`config.mk`:
```
export PLATFORM = sky130hd
export DESIGN_NAME = brb_ctrl
export DESIGN_NICKNAME = d
export VERILOG_FILES = /design/src/design/brb_pkg.sv /design/src/design/brb_ctrl.sv
export SDC_FILE = /design/constraint.sdc
export NUM_CORES = 1
export LEC_CHECK = 0
export ABC_AREA = 1
export BUFFER_PORTS_ARGS = -buffer_cell sky130_fd_sc_hd__buf_2
export CAP_MARGIN = 20
export CELL_PAD_IN_SITES_DETAIL_PLACEMENT = 1
export CELL_PAD_IN_SITES_GLOBAL_PLACEMENT = 2
export CORE_MARGIN = 4
export CORE_UTILIZATION = 16
export CTS_BUF_LIST = sky130_fd_sc_hd__clkbuf_8
export DETAILED_ROUTE_END_ITERATION = 6
export PLACE_DENSITY_LB_ADDON = 0.08
export SYNTH_ARGS = -nofsm -noshare
export SYNTH_HDL_FRONTEND = slang
export SYNTH_SLANG_ARGS = --single-unit
```
`constraint.sdc`:
```
create_clock -name clock -period 1.2 [get_ports clock]
set_input_delay 0.24 -clock clock [delete_from_list [all_inputs] [get_ports clock]]
set_output_delay 0.24 -clock clock [all_outputs]
set_load 0.01 [all_outputs]
```
`src/design/brb_pkg.sv`:
```
// ----------------------------------------------------------------------------
// brb_pkg
// Shared types, constants and pointer arithmetic for the byte ring buffer.
// ----------------------------------------------------------------------------
package brb_pkg;

   localparam int DEPTH     = 1024;
   localparam int MAX_BURST = 64;
   localparam int PTR_W     = 10;
   localparam int SIZE_W    = 11;
   localparam int LEN_W     = 7;
   localparam int BYTE_W    = 8;
   localparam int STEP_W    = $clog2(PTR_W);

   localparam logic [SIZE_W-1:0] SIZE_RESET = SIZE_W'(DEPTH);
   localparam logic [SIZE_W-1:0] SIZE_MIN   = SIZE_W'(2);

   typedef enum logic [1:0] {
      FUNC_WRITE     = 2'd0,
      FUNC_READ      = 2'd1,
      FUNC_PEEK      = 2'd2,
      FUNC_PEEK_FROM = 2'd3
   } brb_func_type;

   typedef struct packed {
      brb_func_type        func;
      logic [BYTE_W-1:0]   wr_byte;
      logic [LEN_W-1:0]    req_len;
      logic [PTR_W-1:0]    start_pos;
   } brb_req_type;

   typedef struct packed {
      logic [BYTE_W-1:0]   rd_byte;
      logic                byte_valid;
      logic                last;
      logic [LEN_W-1:0]    count;
      logic [PTR_W-1:0]    next_pos;
      logic [PTR_W-1:0]    fill_level;
      logic [PTR_W-1:0]    free_space;
   } brb_rsp_type;

   typedef enum logic [2:0] {
      ST_IDLE,
      ST_MOD,
      ST_COUNT,
      ST_POINT,
      ST_WRITE,
      ST_LEVEL,
      ST_BURST,
      ST_EMIT
   } brb_state_type;

   // controller -> datapath
   typedef struct packed {
      logic cfg_write;
      logic load;
      logic mod_step;
      logic count_calc;
      logic point_calc;
      logic write_do;
      logic level_calc;
      logic burst_step;
      logic emit_empty;
   } brb_cmd_type;

   // datapath -> controller
   typedef struct packed {
      brb_func_type func;
      logic         mod_last;
      logic         cnt_zero;
      logic         left_last;
   } brb_stat_type;

   // ring size in use, clamped to 2..DEPTH
   function automatic logic [SIZE_W-1:0] eff_size(input logic [SIZE_W-1:0] raw);
      logic [SIZE_W-1:0] s;
      s = raw;
      if (s < SIZE_MIN) s = SIZE_MIN;
      if (s > SIZE_W'(DEPTH)) s = SIZE_W'(DEPTH);
      return s;
   endfunction

   // p + n, wrapped once at sz
   function automatic logic [PTR_W-1:0] wrap_add(input logic [PTR_W-1:0]  p,
                                                input logic [LEN_W-1:0]  n,
                                                input logic [SIZE_W-1:0] sz);
      logic [SIZE_W-1:0] s;
      s = {1'b0, p} + SIZE_W'(n);
      if (s >= sz) s = s - sz;
      return s[PTR_W-1:0];
   endfunction

   // bytes between read pointer rp and write pointer wp
   function automatic logic [PTR_W-1:0] used_from(input logic [PTR_W-1:0]  wp,
                                                 input logic [PTR_W-1:0]  rp,
                                                 input logic [SIZE_W-1:0] sz);
      logic [SIZE_W-1:0] d;
      if (wp >= rp) d = {1'b0, wp} - {1'b0, rp};
      else          d = {1'b0, wp} + sz - {1'b0, rp};
      return d[PTR_W-1:0];
   endfunction

endpackage

```
`src/design/brb_ctrl.sv`:
```
// ----------------------------------------------------------------------------
// brb_ctrl
// Sequencer for the byte ring buffer: walks each item through its steps.
// ----------------------------------------------------------------------------
module brb_ctrl (
   input  logic                  clock,
   input  logic                  reset,
   input  logic                  start,
   input  brb_pkg::brb_func_type req_func,
   input  logic                  csr_valid,
   input  brb_pkg::brb_stat_type stat,
   output logic                  busy,
   output logic                  csr_ready,
   output brb_pkg::brb_cmd_type  cmd
);
   import brb_pkg::*;

   brb_state_type state_ff, state_in;

   always_ff @(posedge clock) begin
      if (reset) begin
         state_ff <= ST_IDLE;
      end else begin
         state_ff <= state_in;
      end
   end

   always_comb begin
      state_in  = state_ff;
      cmd       = '0;
      busy      = 1'b1;
      csr_ready = 1'b0;
      case (state_ff)
         ST_IDLE: begin
            busy          = 1'b0;
            csr_ready     = 1'b1;
            cmd.cfg_write = csr_valid;
            if (start) begin
               cmd.load = 1'b1;
               case (req_func)
                  FUNC_WRITE:     state_in = ST_WRITE;
                  FUNC_PEEK_FROM: state_in = ST_MOD;
                  default:        state_in = ST_COUNT;
               endcase
            end
         end
         ST_MOD: begin
            cmd.mod_step = 1'b1;
            if (stat.mod_last) state_in = ST_COUNT;
         end
         ST_COUNT: begin
            cmd.count_calc = 1'b1;
            state_in       = ST_POINT;
         end
         ST_POINT: begin
            cmd.point_calc = 1'b1;
            state_in       = ST_LEVEL;
         end
         ST_WRITE: begin
            cmd.write_do = 1'b1;
            state_in     = ST_LEVEL;
         end
         ST_LEVEL: begin
            cmd.level_calc = 1'b1;
            if (stat.func == FUNC_WRITE || stat.cnt_zero) state_in = ST_EMIT;
            else                                          state_in = ST_BURST;
         end
         ST_BURST: begin
            cmd.burst_step = 1'b1;
            if (stat.left_last) state_in = ST_IDLE;
         end
         ST_EMIT: begin
            cmd.emit_empty = 1'b1;
            state_in       = ST_IDLE;
         end
         default: begin
            state_in = ST_IDLE;
         end
      endcase
   end

endmodule

```
* Word level (Yosys, flattened, before mapping) *
Cells that the tools add are included.

storage, ports and cells
  bits in latches = 0
  memories = 0
  input port bits = 11
  flip-flop bits (word level) = 3
  logic and storage cells = 35
  output and inout port bits = 11
  bits in read-only memories = 0
  memory bits (writable) = 0

cells by class
  $mul = 0
  div/mod/pow operators = 0
  reductions and logical operators = 6
  $lt $le $gt $ge = 0
  add/sub/neg operators = 0
  multiplexer cells = 17
  bitwise operators = 0
  eq/ne operators = 11
  shift operators = 0

operators by type and width
  kind                  count
  $pmux W3 S7           1
  $eq A3 B3 Y1 const B  4
  $mux W1               11
  $mux W3               3
  $eq A3 B2 Y1 const B  2
  $ne A2 B2 Y1 const B  3
  $pmux W3 S2           1
  $logic_not A2 Y1      2
  $eq A3 B1 Y1 const B  1
  $logic_not A3 Y1      1
  $reduce_and A3 Y1     1
  $eq A2 B2 Y1 const B  1
  $mux W2               1
  $reduce_or A2 Y1      1
  $logic_or A1 B1 Y1    1

* Logic depth before layout (Yosys ltp) *
Gate-level depths: netlist (run 1).

  word-level depth = 4
  gate-level depth with buffers = 7
  depth with buffers taken out = 7

* Worst setup path before layout (run 1) *
No wires, ideal clock.

  path type = reg-to-reg
  start = reg state_ff[1]
  end = reg state_ff[0]
  buffers on the path = 0
  slack = 0.118 ns
  period minus slack after synthesis = 1.082 ns
  stages on the path, launching flop included = 8
  arrival time = 1.012 ns
  data required time = 1.130 ns
  setup time = 0.070 ns
  cells stage by stage = dfxtp_1 -> inv_1 -> nand2_1 -> nor2_1 -> nand2_1 -> nand3_1 -> nand2_1 -> a21oi_1

on the way
  word-level cells in the longest chain between the ends = 3
  elaborated cells between the ends (all ways) = 14
  those cells by class = 10 x eq/ne; 1 x mux; 3 x reduce/logical

ends and longest elaborated chain
  element                                                            RTL line        RTL
  from (decl)                                                        brb_ctrl.sv:18  brb_state_type state_ff, state_in;
  from (signal assigned)                                             brb_ctrl.sv:24  state_ff <= state_in;
  $eq A3 B3 Y1, or another cell as far along                         brb_ctrl.sv:33  case (state_ff)
  $reduce_or A2 Y1 (no source line) or $ne A2 B2 Y1 (tied branches)  -
  $pmux W3 S7 or $reduce_and A3 Y1 (tied branches)                   -

Several ways; a longest one is shown, not always the timed one.
A chain may end at the register's enable or synchronous reset.

* Worst setup path in the final report (run 1) *
  start = reg state_ff[1]
  end = out csr_ready

on the way
  word-level cells in the longest chain between the ends = 2

ends and longest elaborated chain
  element           RTL line        RTL
  $logic_not A3 Y1  brb_ctrl.sv:33
  $mux W1           brb_ctrl.sv:33
  to (decl)         brb_ctrl.sv:13  output logic csr_ready,

Every way passes these cells.

==> impl_metrics.py, run 1 <==
metrics = {
    "timing": {
        "period_needed_ns": 1.23,
        "worstMarginPinSlew_ns": 0.236,
        "finalWorstSetupSlack_ns": -0.0323,
        "fin_hold_ws_ns": 0.186,
        "worst_slew_margin_rel_pct": 84.2,
        "fmax_ghz": 0.811,
        "setup_viol": 7,
        "hold_viol_final": 0,
        "fin_worst_skew_ns": 0.00292,
        "fin_crit_sh_pct": 103,
        "drv_slew": 0,
        "rsz0062_at_grt": "yes",
    },
    "cells_and_area": {
        "fin_nets": 97,
        "regMostFlops": "state_ff",
        "syn_to_final_growth_pct": 109,
        "fin_util_pct": 37.4,
        "largest_reg_flops": 3,
        "reg_top3": "state_ff (3)",
        "postLayoutCellArea_sq_um": 597,
        "drive_above_1_share_pct": 63.9,
        "fillers": 226,
        "num_antenna_cells": 0,
        "fin_cells": 107,
    },
    "clocking": {
        "cts.sinks": 3,
        "htree_levels": 1,
        "clk_transition_reported_paths_ns": 0.03,
        "clock_latency_ns": 0.21,
        "cts_root_buf": "clkbuf_8",
        "clk_path_buf_depth": 2,
        "cts_made_buffers": 3,
        "cts_tree": "yes",
    },
    "floorplan": {
        "ioPinCount": 22,
        "die_x_um": 50.2,
        "die_h_um": 50.2,
        "fp-row-count": 14,
        "die-area_sq_um": 2520,
        "coreArea_sq_um": 1590,
        "initial_core_util_pct": 17.9,
    },
    "yosys": {
        "synth-seq-cells": 3,
        "yosysSeqAreaShare_pct": 21.1,
        "yosysWarnings": 0,
        "synthCells": 52,
        "syn_area_sq_um": 285,
        "synth_cell_types": 13,
        "synth_fp_nets": 65,
        "synth_area_per_cell_sq_um": 5.49,
    },
    "routing": {
        "drt-total-wl_mm": 1.22,
        "viasPerCell": 4.04,
        "drc_errors": 0,
        "num_vias": 432,
        "drtAntennaViolNets": 0,
        "wl_per_cell_um": 11.4,
        "drt_pass1_iterations": 2,
        "drt-initial-drc-count": 1,
    },
    "pwr": {
        "p_int_uw": 896,
        "p_leak_nw": 0.334,
        "p_clk_share_pct": 16.2,
        "swShare_pct": 48.8,
        "p_total_mw": 1.75,
        "combPwrFrac_pct": 65.5,
        "ir_drop_mv": 0.989,
        "p_switching_uw": 853,
        "seq_power_share_pct": 18.4,
        "powerDensity_nw_per_um2": 2930,
    },
    "setup_path": {
        "end_kind": "output pin",
        "critPathBufInv": 2,
        "cp_data_required_time_ns": 0.96,
        "crit_arrival_ns": 0.99,
        "critical_path.max_stage_delay_ns": 0.36,
        "crit_fanout": 5,
        "cpMaxStageDelayCell": "dfxtp_4",
        "crit_chain": "inv_4 > nand2_2 > nor2_4 > buf_2",
        "startpoint": "state_ff[1]",
        "crit_type": "reg2out",
        "crit_family": "flip-flops",
        "reg2reg_from": "state_ff[0]",
        "startpoint_type": "register",
    },
    "place": {
        "post_dp_cell_area_sq_um": 428,
        "dp.cells": 98,
        "hpwl_um": 887,
        "port_buffers": 21,
        "place_congestion": 0.664,
    },
    "grt": {
        "grt_overflow_total": 0,
        "grt_start_max_net_pins": 8,
        "antenna_found_initial": 0,
        "first_global_vias": 451,
        "track_usage_pct": 10.4,
        "grt_pass1_wl_mm": 1.96,
    },
    "worst_hold_path": {
        "min_from": "reset",
        "holdCritPathClass": "in2reg",
    },
    "run_status": {
        "outcome": "finished with violations",
        "violations": "setup timing",
    },
    "job": {
        "maxCapViolations": 0,
    },
}
## metal layers
| metal | GRT usage [%] | routed length [um] |
|---|---|---|
| met3 | 2.96 | 90 |
| met5 | 0 | 0 |
| met2 | 17.8 | 646 |
| met1 | 10.9 | 466 |
| met4 | 6.91 | 13 |
## cell usage after synthesis
cell type   n  area, sq um
nor2_1     13         48.8
nand2_1     9         33.8
inv_1       8         30.0
a21oi_1     5         25.0
dfxtp_1     3         60.1
nand3_1     3         15.0
ha_1        2         25.0
inv_2       2         7.51
nor3_1      2         10.0
o21ai_0     2         10.0
nor2_2      1         6.26
o21bai_1    1         7.51
or2_1       1         6.26
## power by group through the flow
stage / Sequential (mW) / Combinational, mW / Clock [mW]
after floorplan: 0.212 / 0.469 / 0
after global placement: 0.239 / 0.772 / 0
after detailed placement: 0.234 / 0.763 / 0
after CTS: 0.294 / 0.975 / 0.291
after global routing: 0.330 / 1.26 / 0.303
final: 0.321 / 1.14 / 0.283
## path summary, 6_finish.rpt
kind            endpoint  slack (ns)  cells after the start
min reg2reg  state_ff[1]        0.70                      3
min          state_ff[0]        0.19                      2
max reg2reg  state_ff[2]        0.01                      6
max            csr_ready       -0.03                      4
## repair_timing
action	CTS	global route
endpoints found under the setup margin	11	13
pin swaps	3	3
gates resized for setup	18	12
hold buffers	0	0
setup buffers	4	1
## cell usage in the layout, fill, tap and decap left out
cell | netlist | final
a21oi_1 | 5 | 3
a21oi_2 | 0 | 2
buf_2 | 0 | 21
buf_4 | 0 | 6
clkbuf_8 | 0 | 3
dfxtp_4 | 0 | 3
ha_1 | 2 | 2
inv_1 | 8 | 8
inv_4 | 0 | 3
nand2_1 | 9 | 5
nand2_2 | 0 | 3
nand2_4 | 0 | 1
nand3_1 | 3 | 2
nand3_2 | 0 | 1
nor2_1 | 13 | 6
nor2_2 | 1 | 5
nor2_4 | 0 | 3
nor3_1 | 2 | 1
nor3_2 | 0 | 1
o21ai_0 | 2 | 2
o21bai_1 | 1 | 1
or2_4 | 0 | 1
## cells by family after synthesis
group | count (synthesis) | share of synthesized area, %
compound gates | 8 | 14.9
simple gates | 29 | 42.1
fa+ha+maj | 2 | 8.77
flops | 3 | 21.1
buf+inv | 10 | 13.2
## worst reg2reg max path: stages (launching register included)
cell and delay [ns]:
dfxtp_4 0.40, nor2_4 0.06, buf_4 0.13, nand3_1 0.08, nand2_2 0.07, or2_4 0.26, a21oi_2 0.13
## through the flow
stage | setup TNS [ns] | setup slack [ns]
floorplan | 0 | 0.118
global placement | 0 | 0.000904
detailed placement | 0 | 0.0365
CTS | -0.204 | -0.0484
global route | -0.765 | -0.0847
finish | -0.141 | -0.0323
## final cells by class
cell class / count / area, sq um / area share, %
clock inverter: 1 / 3.75 / 0.629
sequential: 3 / 71.3 / 11.9
inverter: 10 / 45.0 / 7.55
multi-input combinational: 39 / 255 / 42.8
tap: 24 / 30.0 / 5.03
clock buffer: 3 / 41.3 / 6.92
timing repair buffer: 27 / 150 / 25.2
(Power assumes the default switching activity.)
==> run 2, diff against run 1 <==
CELL_PAD_IN_SITES_DETAIL_PLACEMENT = 0   (was 1)
CELL_PAD_IN_SITES_GLOBAL_PLACEMENT = 1   (was 2)
CORE_AREA = 4 4 41 43   (was default)
CORE_MARGIN = default   (was 4)
CORE_UTILIZATION = default   (was 16)
DIE_AREA = 0 0 45 47   (was default)
==> impl_metrics.py, run 2 (synthesized netlist as in run 1, its figures left out) <==
metrics = {
    "cells_and_area": {
        "fin_nets": 98,
        "seqCellArea_sq_um": 71.3,
        "drive_above_1_share_pct": 58.3,
        "reg_top3": "state_ff (3)",
        "layout_commonest_cell": "buf_2",
        "mostFrequentLayoutCells": "20 x buf_2, 9 x nor2_1, 7 x inv_1, 7 x buf_4, 5 x nand2_1",
        "multi_input_area_sq_um": 231,
        "fillers": 152,
        "regMostFlops": "state_ff",
        "syn_to_final_growth_pct": 103,
        "largest_reg_flops": 3,
        "num_antenna_cells": 0,
    },
    "floorplan": {
        "ioPinCount": 22,
        "coreArea_sq_um": 1300,
        "die_h_um": 47,
        "die_x_um": 45,
        "fp-row-count": 13,
        "die-area_sq_um": 2120,
        "initial_core_util_pct": 21.9,
    },
    "setup_path": {
        "crit_arrival_ns": 1.00,
        "ff2ff_setup_slack_ns": 0.01,
        "reg2reg_from": "state_ff[0]",
        "endpoint": "cmd[7]",
        "r2r-end": "state_ff[0]",
        "crit_fanout": 6,
        "ff2ff_path_depth": 9,
        "cp_data_required_time_ns": 0.96,
        "crit_type": "reg2out",
        "startpoint_type": "register",
        "end_kind": "output pin",
        "startpoint": "state_ff[0]",
    },
    "clocking": {
        "cts.sinks": 3,
        "cts_root_buf": "clkbuf_8",
        "clk_transition_reported_paths_ns": 0.03,
        "clk_path_buf_depth": 2,
        "clock_latency_ns": 0.21,
        "cts_made_buffers": 3,
        "htree_levels": 1,
        "cts_tree": "yes",
        "cts.hold.buffers_added": 0,
    },
    "pwr": {
        "p_total_mw": 1.62,
        "p_leak_nw": 0.336,
        "ir_drop_mv": 0.888,
        "powerDensity_nw_per_um2": 2810,
    },
    "timing": {
        "worst_slew_margin_rel_pct": 85.2,
        "period_needed_ns": 1.24,
        "drv_slew": 0,
        "setup_viol": 6,
        "worstMarginPinSlew_ns": 0.220,
        "fmax_ghz": 0.807,
        "finalWorstSetupSlack_ns": -0.0398,
        "fin_worst_skew_ns": 0.00113,
        "fin_crit_sh_pct": 103,
        "rsz0062_at_grt": "yes",
        "hold_viol_final": 0,
    },
    "routing": {
        "num_vias": 424,
        "viasPerCell": 4.28,
        "drtAntennaViolNets": 0,
        "drt-total-wl_um": 919,
        "drt_pass1_iterations": 4,
        "drt-initial-drc-count": 2,
        "wl_per_cell_um": 9.28,
        "drc_errors": 0,
    },
    "grt": {
        "grt_start_max_net_pins": 8,
        "track_usage_pct": 10.4,
        "grt_overflow_total": 0,
        "first_global_vias": 386,
        "grt_pass1_wl_mm": 1.52,
        "antenna_found_initial": 0,
    },
    "place": {
        "place_congestion": 0.663,
        "hpwl_um": 695,
        "place_ws_ns": 0.0765,
        "port_buffers": 21,
    },
    "job": {
        "maxCapViolations": 0,
    },
    "worst_hold_path": {
        "holdCritPathClass": "in2reg",
    },
    "run_status": {
        "outcome": "finished with violations",
        "violations": "setup timing",
    },
}
==> run 2: final cells by class <==
class,count,area share [%]
Sequential cell,3,12.3
Clock buffer,3,7.14
Tap cell,15,3.25
Clock inverter,1,0.649
Timing Repair Buffer,28,28.4
Inverter,10,8.23
Multi-Input combinational cell,39,40.0
==> run 2: worst min path at each step <==
stage | slack (ns) | cells after the start | to | start
detailed placement | 0.41 | 2 | state_ff[0] | reset
floorplan | 0.31 | 1 | state_ff[0] | reset
CTS | 0.18 | 2 | state_ff[0] | reset
finish | 0.18 | 2 | state_ff[0] | reset
global placement | 0.41 | 2 | state_ff[0] | reset
global route | 0.17 | 2 | state_ff[0] | reset
==> run 2: per-stage QoR <==
stage | hold WS [ns] | util [%] | instance area, sq um | std cells | TNS (ns)
5_1_grt | 0.175 | 44.4 | 578 | 99 | -0.901
4_1_cts | 0.176 | 43.6 | 567 | 98 | -0.141
6_report | 0.178 | 44.4 | 578 | 99 | -0.145
3_5_place_dp | 0.408 | 31.4 | 409 | 88 | 0
2_1_floorplan | 0.309 | - | 285 | 52 | 0
3_3_place_gp | 0.414 | 31.4 | 409 | 88 | 0
==> run 2: layer usage <==
layer	up-vias	share of wire [%]	GRT usage [%]	routed length, um
met5	-	0	0	0
met4	0	1.7	7.02	16
met3	2	9.0	4.98	83
met2	18	51	18.9	472
met1	179	38	9.07	346
li1	225	-	-	-
==> run 2: timing repair <==
item | CTS | global route
resized for setup | 25 | 1
setup buffers | 6 | 1
pin swaps | 4 | 1
setup endpoints to repair | 11 | 13
==> run 2: worst max-delay path: stages, from the launching register on <==
cell	delay (ns)
dfxtp_4	0.38
nor2_4	0.12
nand2_2	0.08
nor2_1	0.08
buf_2	0.13
==> run 2: power by group <==
part	switching, mW	leakage, nW	internal [mW]
registers	0.144	0.0267	0.181
logic	0.529	0.282	0.488
clock network	0.0634	0.0269	0.217
==> run 3, diff against run 2 <==
CORE_AREA = default   (was 4 4 41 43)
CORE_MARGIN = 4   (was default)
CORE_UTILIZATION = 21   (was default)
CTS_BUF_LIST = default   (was sky130_fd_sc_hd__clkbuf_8)
DIE_AREA = default   (was 0 0 45 47)
==> impl_metrics.py, run 3 (synthesized netlist as in run 1, its figures left out) <==
metrics = {
    "run_status": {
        "outcome": "finished with violations",
        "violations": "setup timing",
    },
    "timing": {
        "drv_slew": 0,
        "setup_viol": 9,
        "period_needed_ns": 1.25,
        "worst_slew_margin_rel_pct": 84.6,
        "hold_viol_final": 0,
        "rsz0062_at_grt": "yes",
        "fmax_ghz": 0.800,
        "worstMarginPinSlew_ns": 0.229,
        "finalWorstSetupSlack_ns": -0.0502,
        "fin_crit_sh_pct": 104,
        "fin_worst_skew_ns": 0.00247,
    },
    "cells_and_area": {
        "fin_nets": 99,
        "syn_to_final_growth_pct": 100,
        "largest_reg_flops": 3,
        "mostFrequentLayoutCells": "20 x buf_2, 8 x nor2_1, 8 x buf_4",
        "drive_above_1_share_pct": 60.0,
        "postLayoutCellArea_sq_um": 572,
        "layout_commonest_cell": "buf_2",
        "regMostFlops": "state_ff",
        "reg_top3": "state_ff (3)",
        "num_antenna_cells": 0,
    },
    "setup_path": {
        "cpMaxStageDelayCell": "dfxtp_4",
        "crit_chain": "inv_4 > nand2_2 > nor2_2 > buf_2",
        "cp_data_required_time_ns": 0.96,
        "critical_path.max_stage_delay_ns": 0.36,
        "crit_family": "flip-flops",
        "crit_fanout": 5,
        "critPathBufInv": 2,
        "crit_type": "reg2out",
        "startpoint_type": "register",
        "end_kind": "output pin",
        "crit_arrival_ns": 1.01,
    },
    "pwr": {
        "swShare_pct": 48.1,
        "p_leak_nw": 0.327,
        "combPwrFrac_pct": 69.2,
        "p_clk_share_pct": 11.0,
        "p_total_mw": 1.54,
        "p_switching_uw": 744,
        "seq_power_share_pct": 19.8,
        "ir_drop_mv": 1.05,
        "p_int_uw": 801,
        "powerDensity_nw_per_um2": 2700,
    },
    "routing": {
        "drt_pass1_iterations": 3,
        "drc_errors": 0,
        "viasPerCell": 4.34,
        "drtAntennaViolNets": 0,
        "drt-total-wl_um": 970,
        "drt-initial-drc-count": 2,
        "wl_per_cell_um": 9.70,
        "num_vias": 434,
    },
    "floorplan": {
        "die-area_sq_um": 2010,
        "die_x_um": 44.9,
        "initial_core_util_pct": 22.2,
        "fp-row-count": 13,
        "die_h_um": 44.9,
        "coreArea_sq_um": 1280,
        "ioPinCount": 22,
    },
    "clocking": {
        "clk_transition_reported_paths_ns": 0.04,
        "cts_tree": "yes",
        "cts.hold.buffers_added": 0,
        "clk_path_buf_depth": 2,
        "clock_latency_ns": 0.23,
        "cts.sinks": 3,
        "cts_root_buf": "clkbuf_4",
        "htree_levels": 1,
        "cts_made_buffers": 3,
    },
    "place": {
        "place_congestion": 0.709,
        "hpwl_um": 704,
        "post_dp_cell_area_sq_um": 409,
        "port_buffers": 21,
    },
    "grt": {
        "grt_start_max_net_pins": 8,
        "first_global_vias": 372,
        "track_usage_pct": 9.40,
        "grt_overflow_total": 0,
        "antenna_found_initial": 0,
        "grt_pass1_wl_mm": 1.46,
    },
    "job": {
        "maxCapViolations": 0,
    },
    "worst_hold_path": {
        "holdCritPathClass": "in2reg",
    },
}
==> run 3: metal layers <==
| layer | global-route usage, % | wire [um] | vias up |
|---|---|---|---|
| met2 | 17.5 | 515 | 11 |
| li1 | - | - | 230 |
| met5 | 0 | 0 | - |
| met3 | 1.99 | 75 | 0 |
| met4 | 1.75 | 0 | 0 |
| met1 | 11.0 | 379 | 193 |
==> run 3: power by group through the flow <==
| stage | logic [mW] | clock network, mW | registers [mW] |
|---|---|---|---|
| 2_1_floorplan | 0.469 | 0 | 0.212 |
| 4_1_cts | 0.925 | 0.176 | 0.298 |
| 3_5_place_dp | 0.713 | 0 | 0.228 |
| 6_report | 1.07 | 0.170 | 0.306 |
| 5_1_grt | 1.18 | 0.187 | 0.319 |
| 3_3_place_gp | 0.738 | 0 | 0.236 |
==> run 3: final cells by class <==
type | count | area, sq um
fillers | 136 | 713
clock buffers | 4 | 26.3
well taps | 15 | 18.8
flip-flops and latches | 3 | 71.3
repair buffers | 29 | 171
inverters | 10 | 45.0
multi-input cells | 39 | 239
==> run 3: through the flow <==
| step | cells | utilization (%) | hold slack, ns | setup TNS, ns | setup WS (ns) |
|---|---|---|---|---|---|
| global placement | 88 | 31.8 | 0.423 | -0.0181 | -0.0124 |
| floorplan | 52 | - | 0.309 | 0 | 0.118 |
| global route | 100 | 44.5 | 0.174 | -0.876 | -0.101 |
| CTS | 98 | 41.0 | 0.173 | -0.187 | -0.0377 |
| finish | 100 | 44.5 | 0.184 | -0.231 | -0.0502 |
| detailed placement | 88 | 31.8 | 0.422 | 0 | 0.0550 |
==> run 3: path summary, 6_finish.rpt <==
path | start | end | slack (ns) | cells after the start
worst max-delay path | state_ff[1] | cmd[2] | -0.05 | 4
worst min-delay path | reset | state_ff[0] | 0.18 | 2
worst max register to register | state_ff[1] | state_ff[0] | 0 | 9
worst min register to register | state_ff[1] | state_ff[0] | 0.61 | 3
==> run 3: timing repair <==
action                     in CTS  in global routing
buffers inserted                6                  2
resized for setup              19                  7
setup endpoints to repair      11                 14
pin swaps                       4                  1
==> run 3: worst register-to-register path: cells and delay by family, from the launching register on <==
family                 cells  cell delay (ns)
AND/OR/NAND/NOR            5             0.39
flip-flops                 1             0.36
buffers and inverters      3             0.28
AO/OA/AOI/OAI              1             0.11
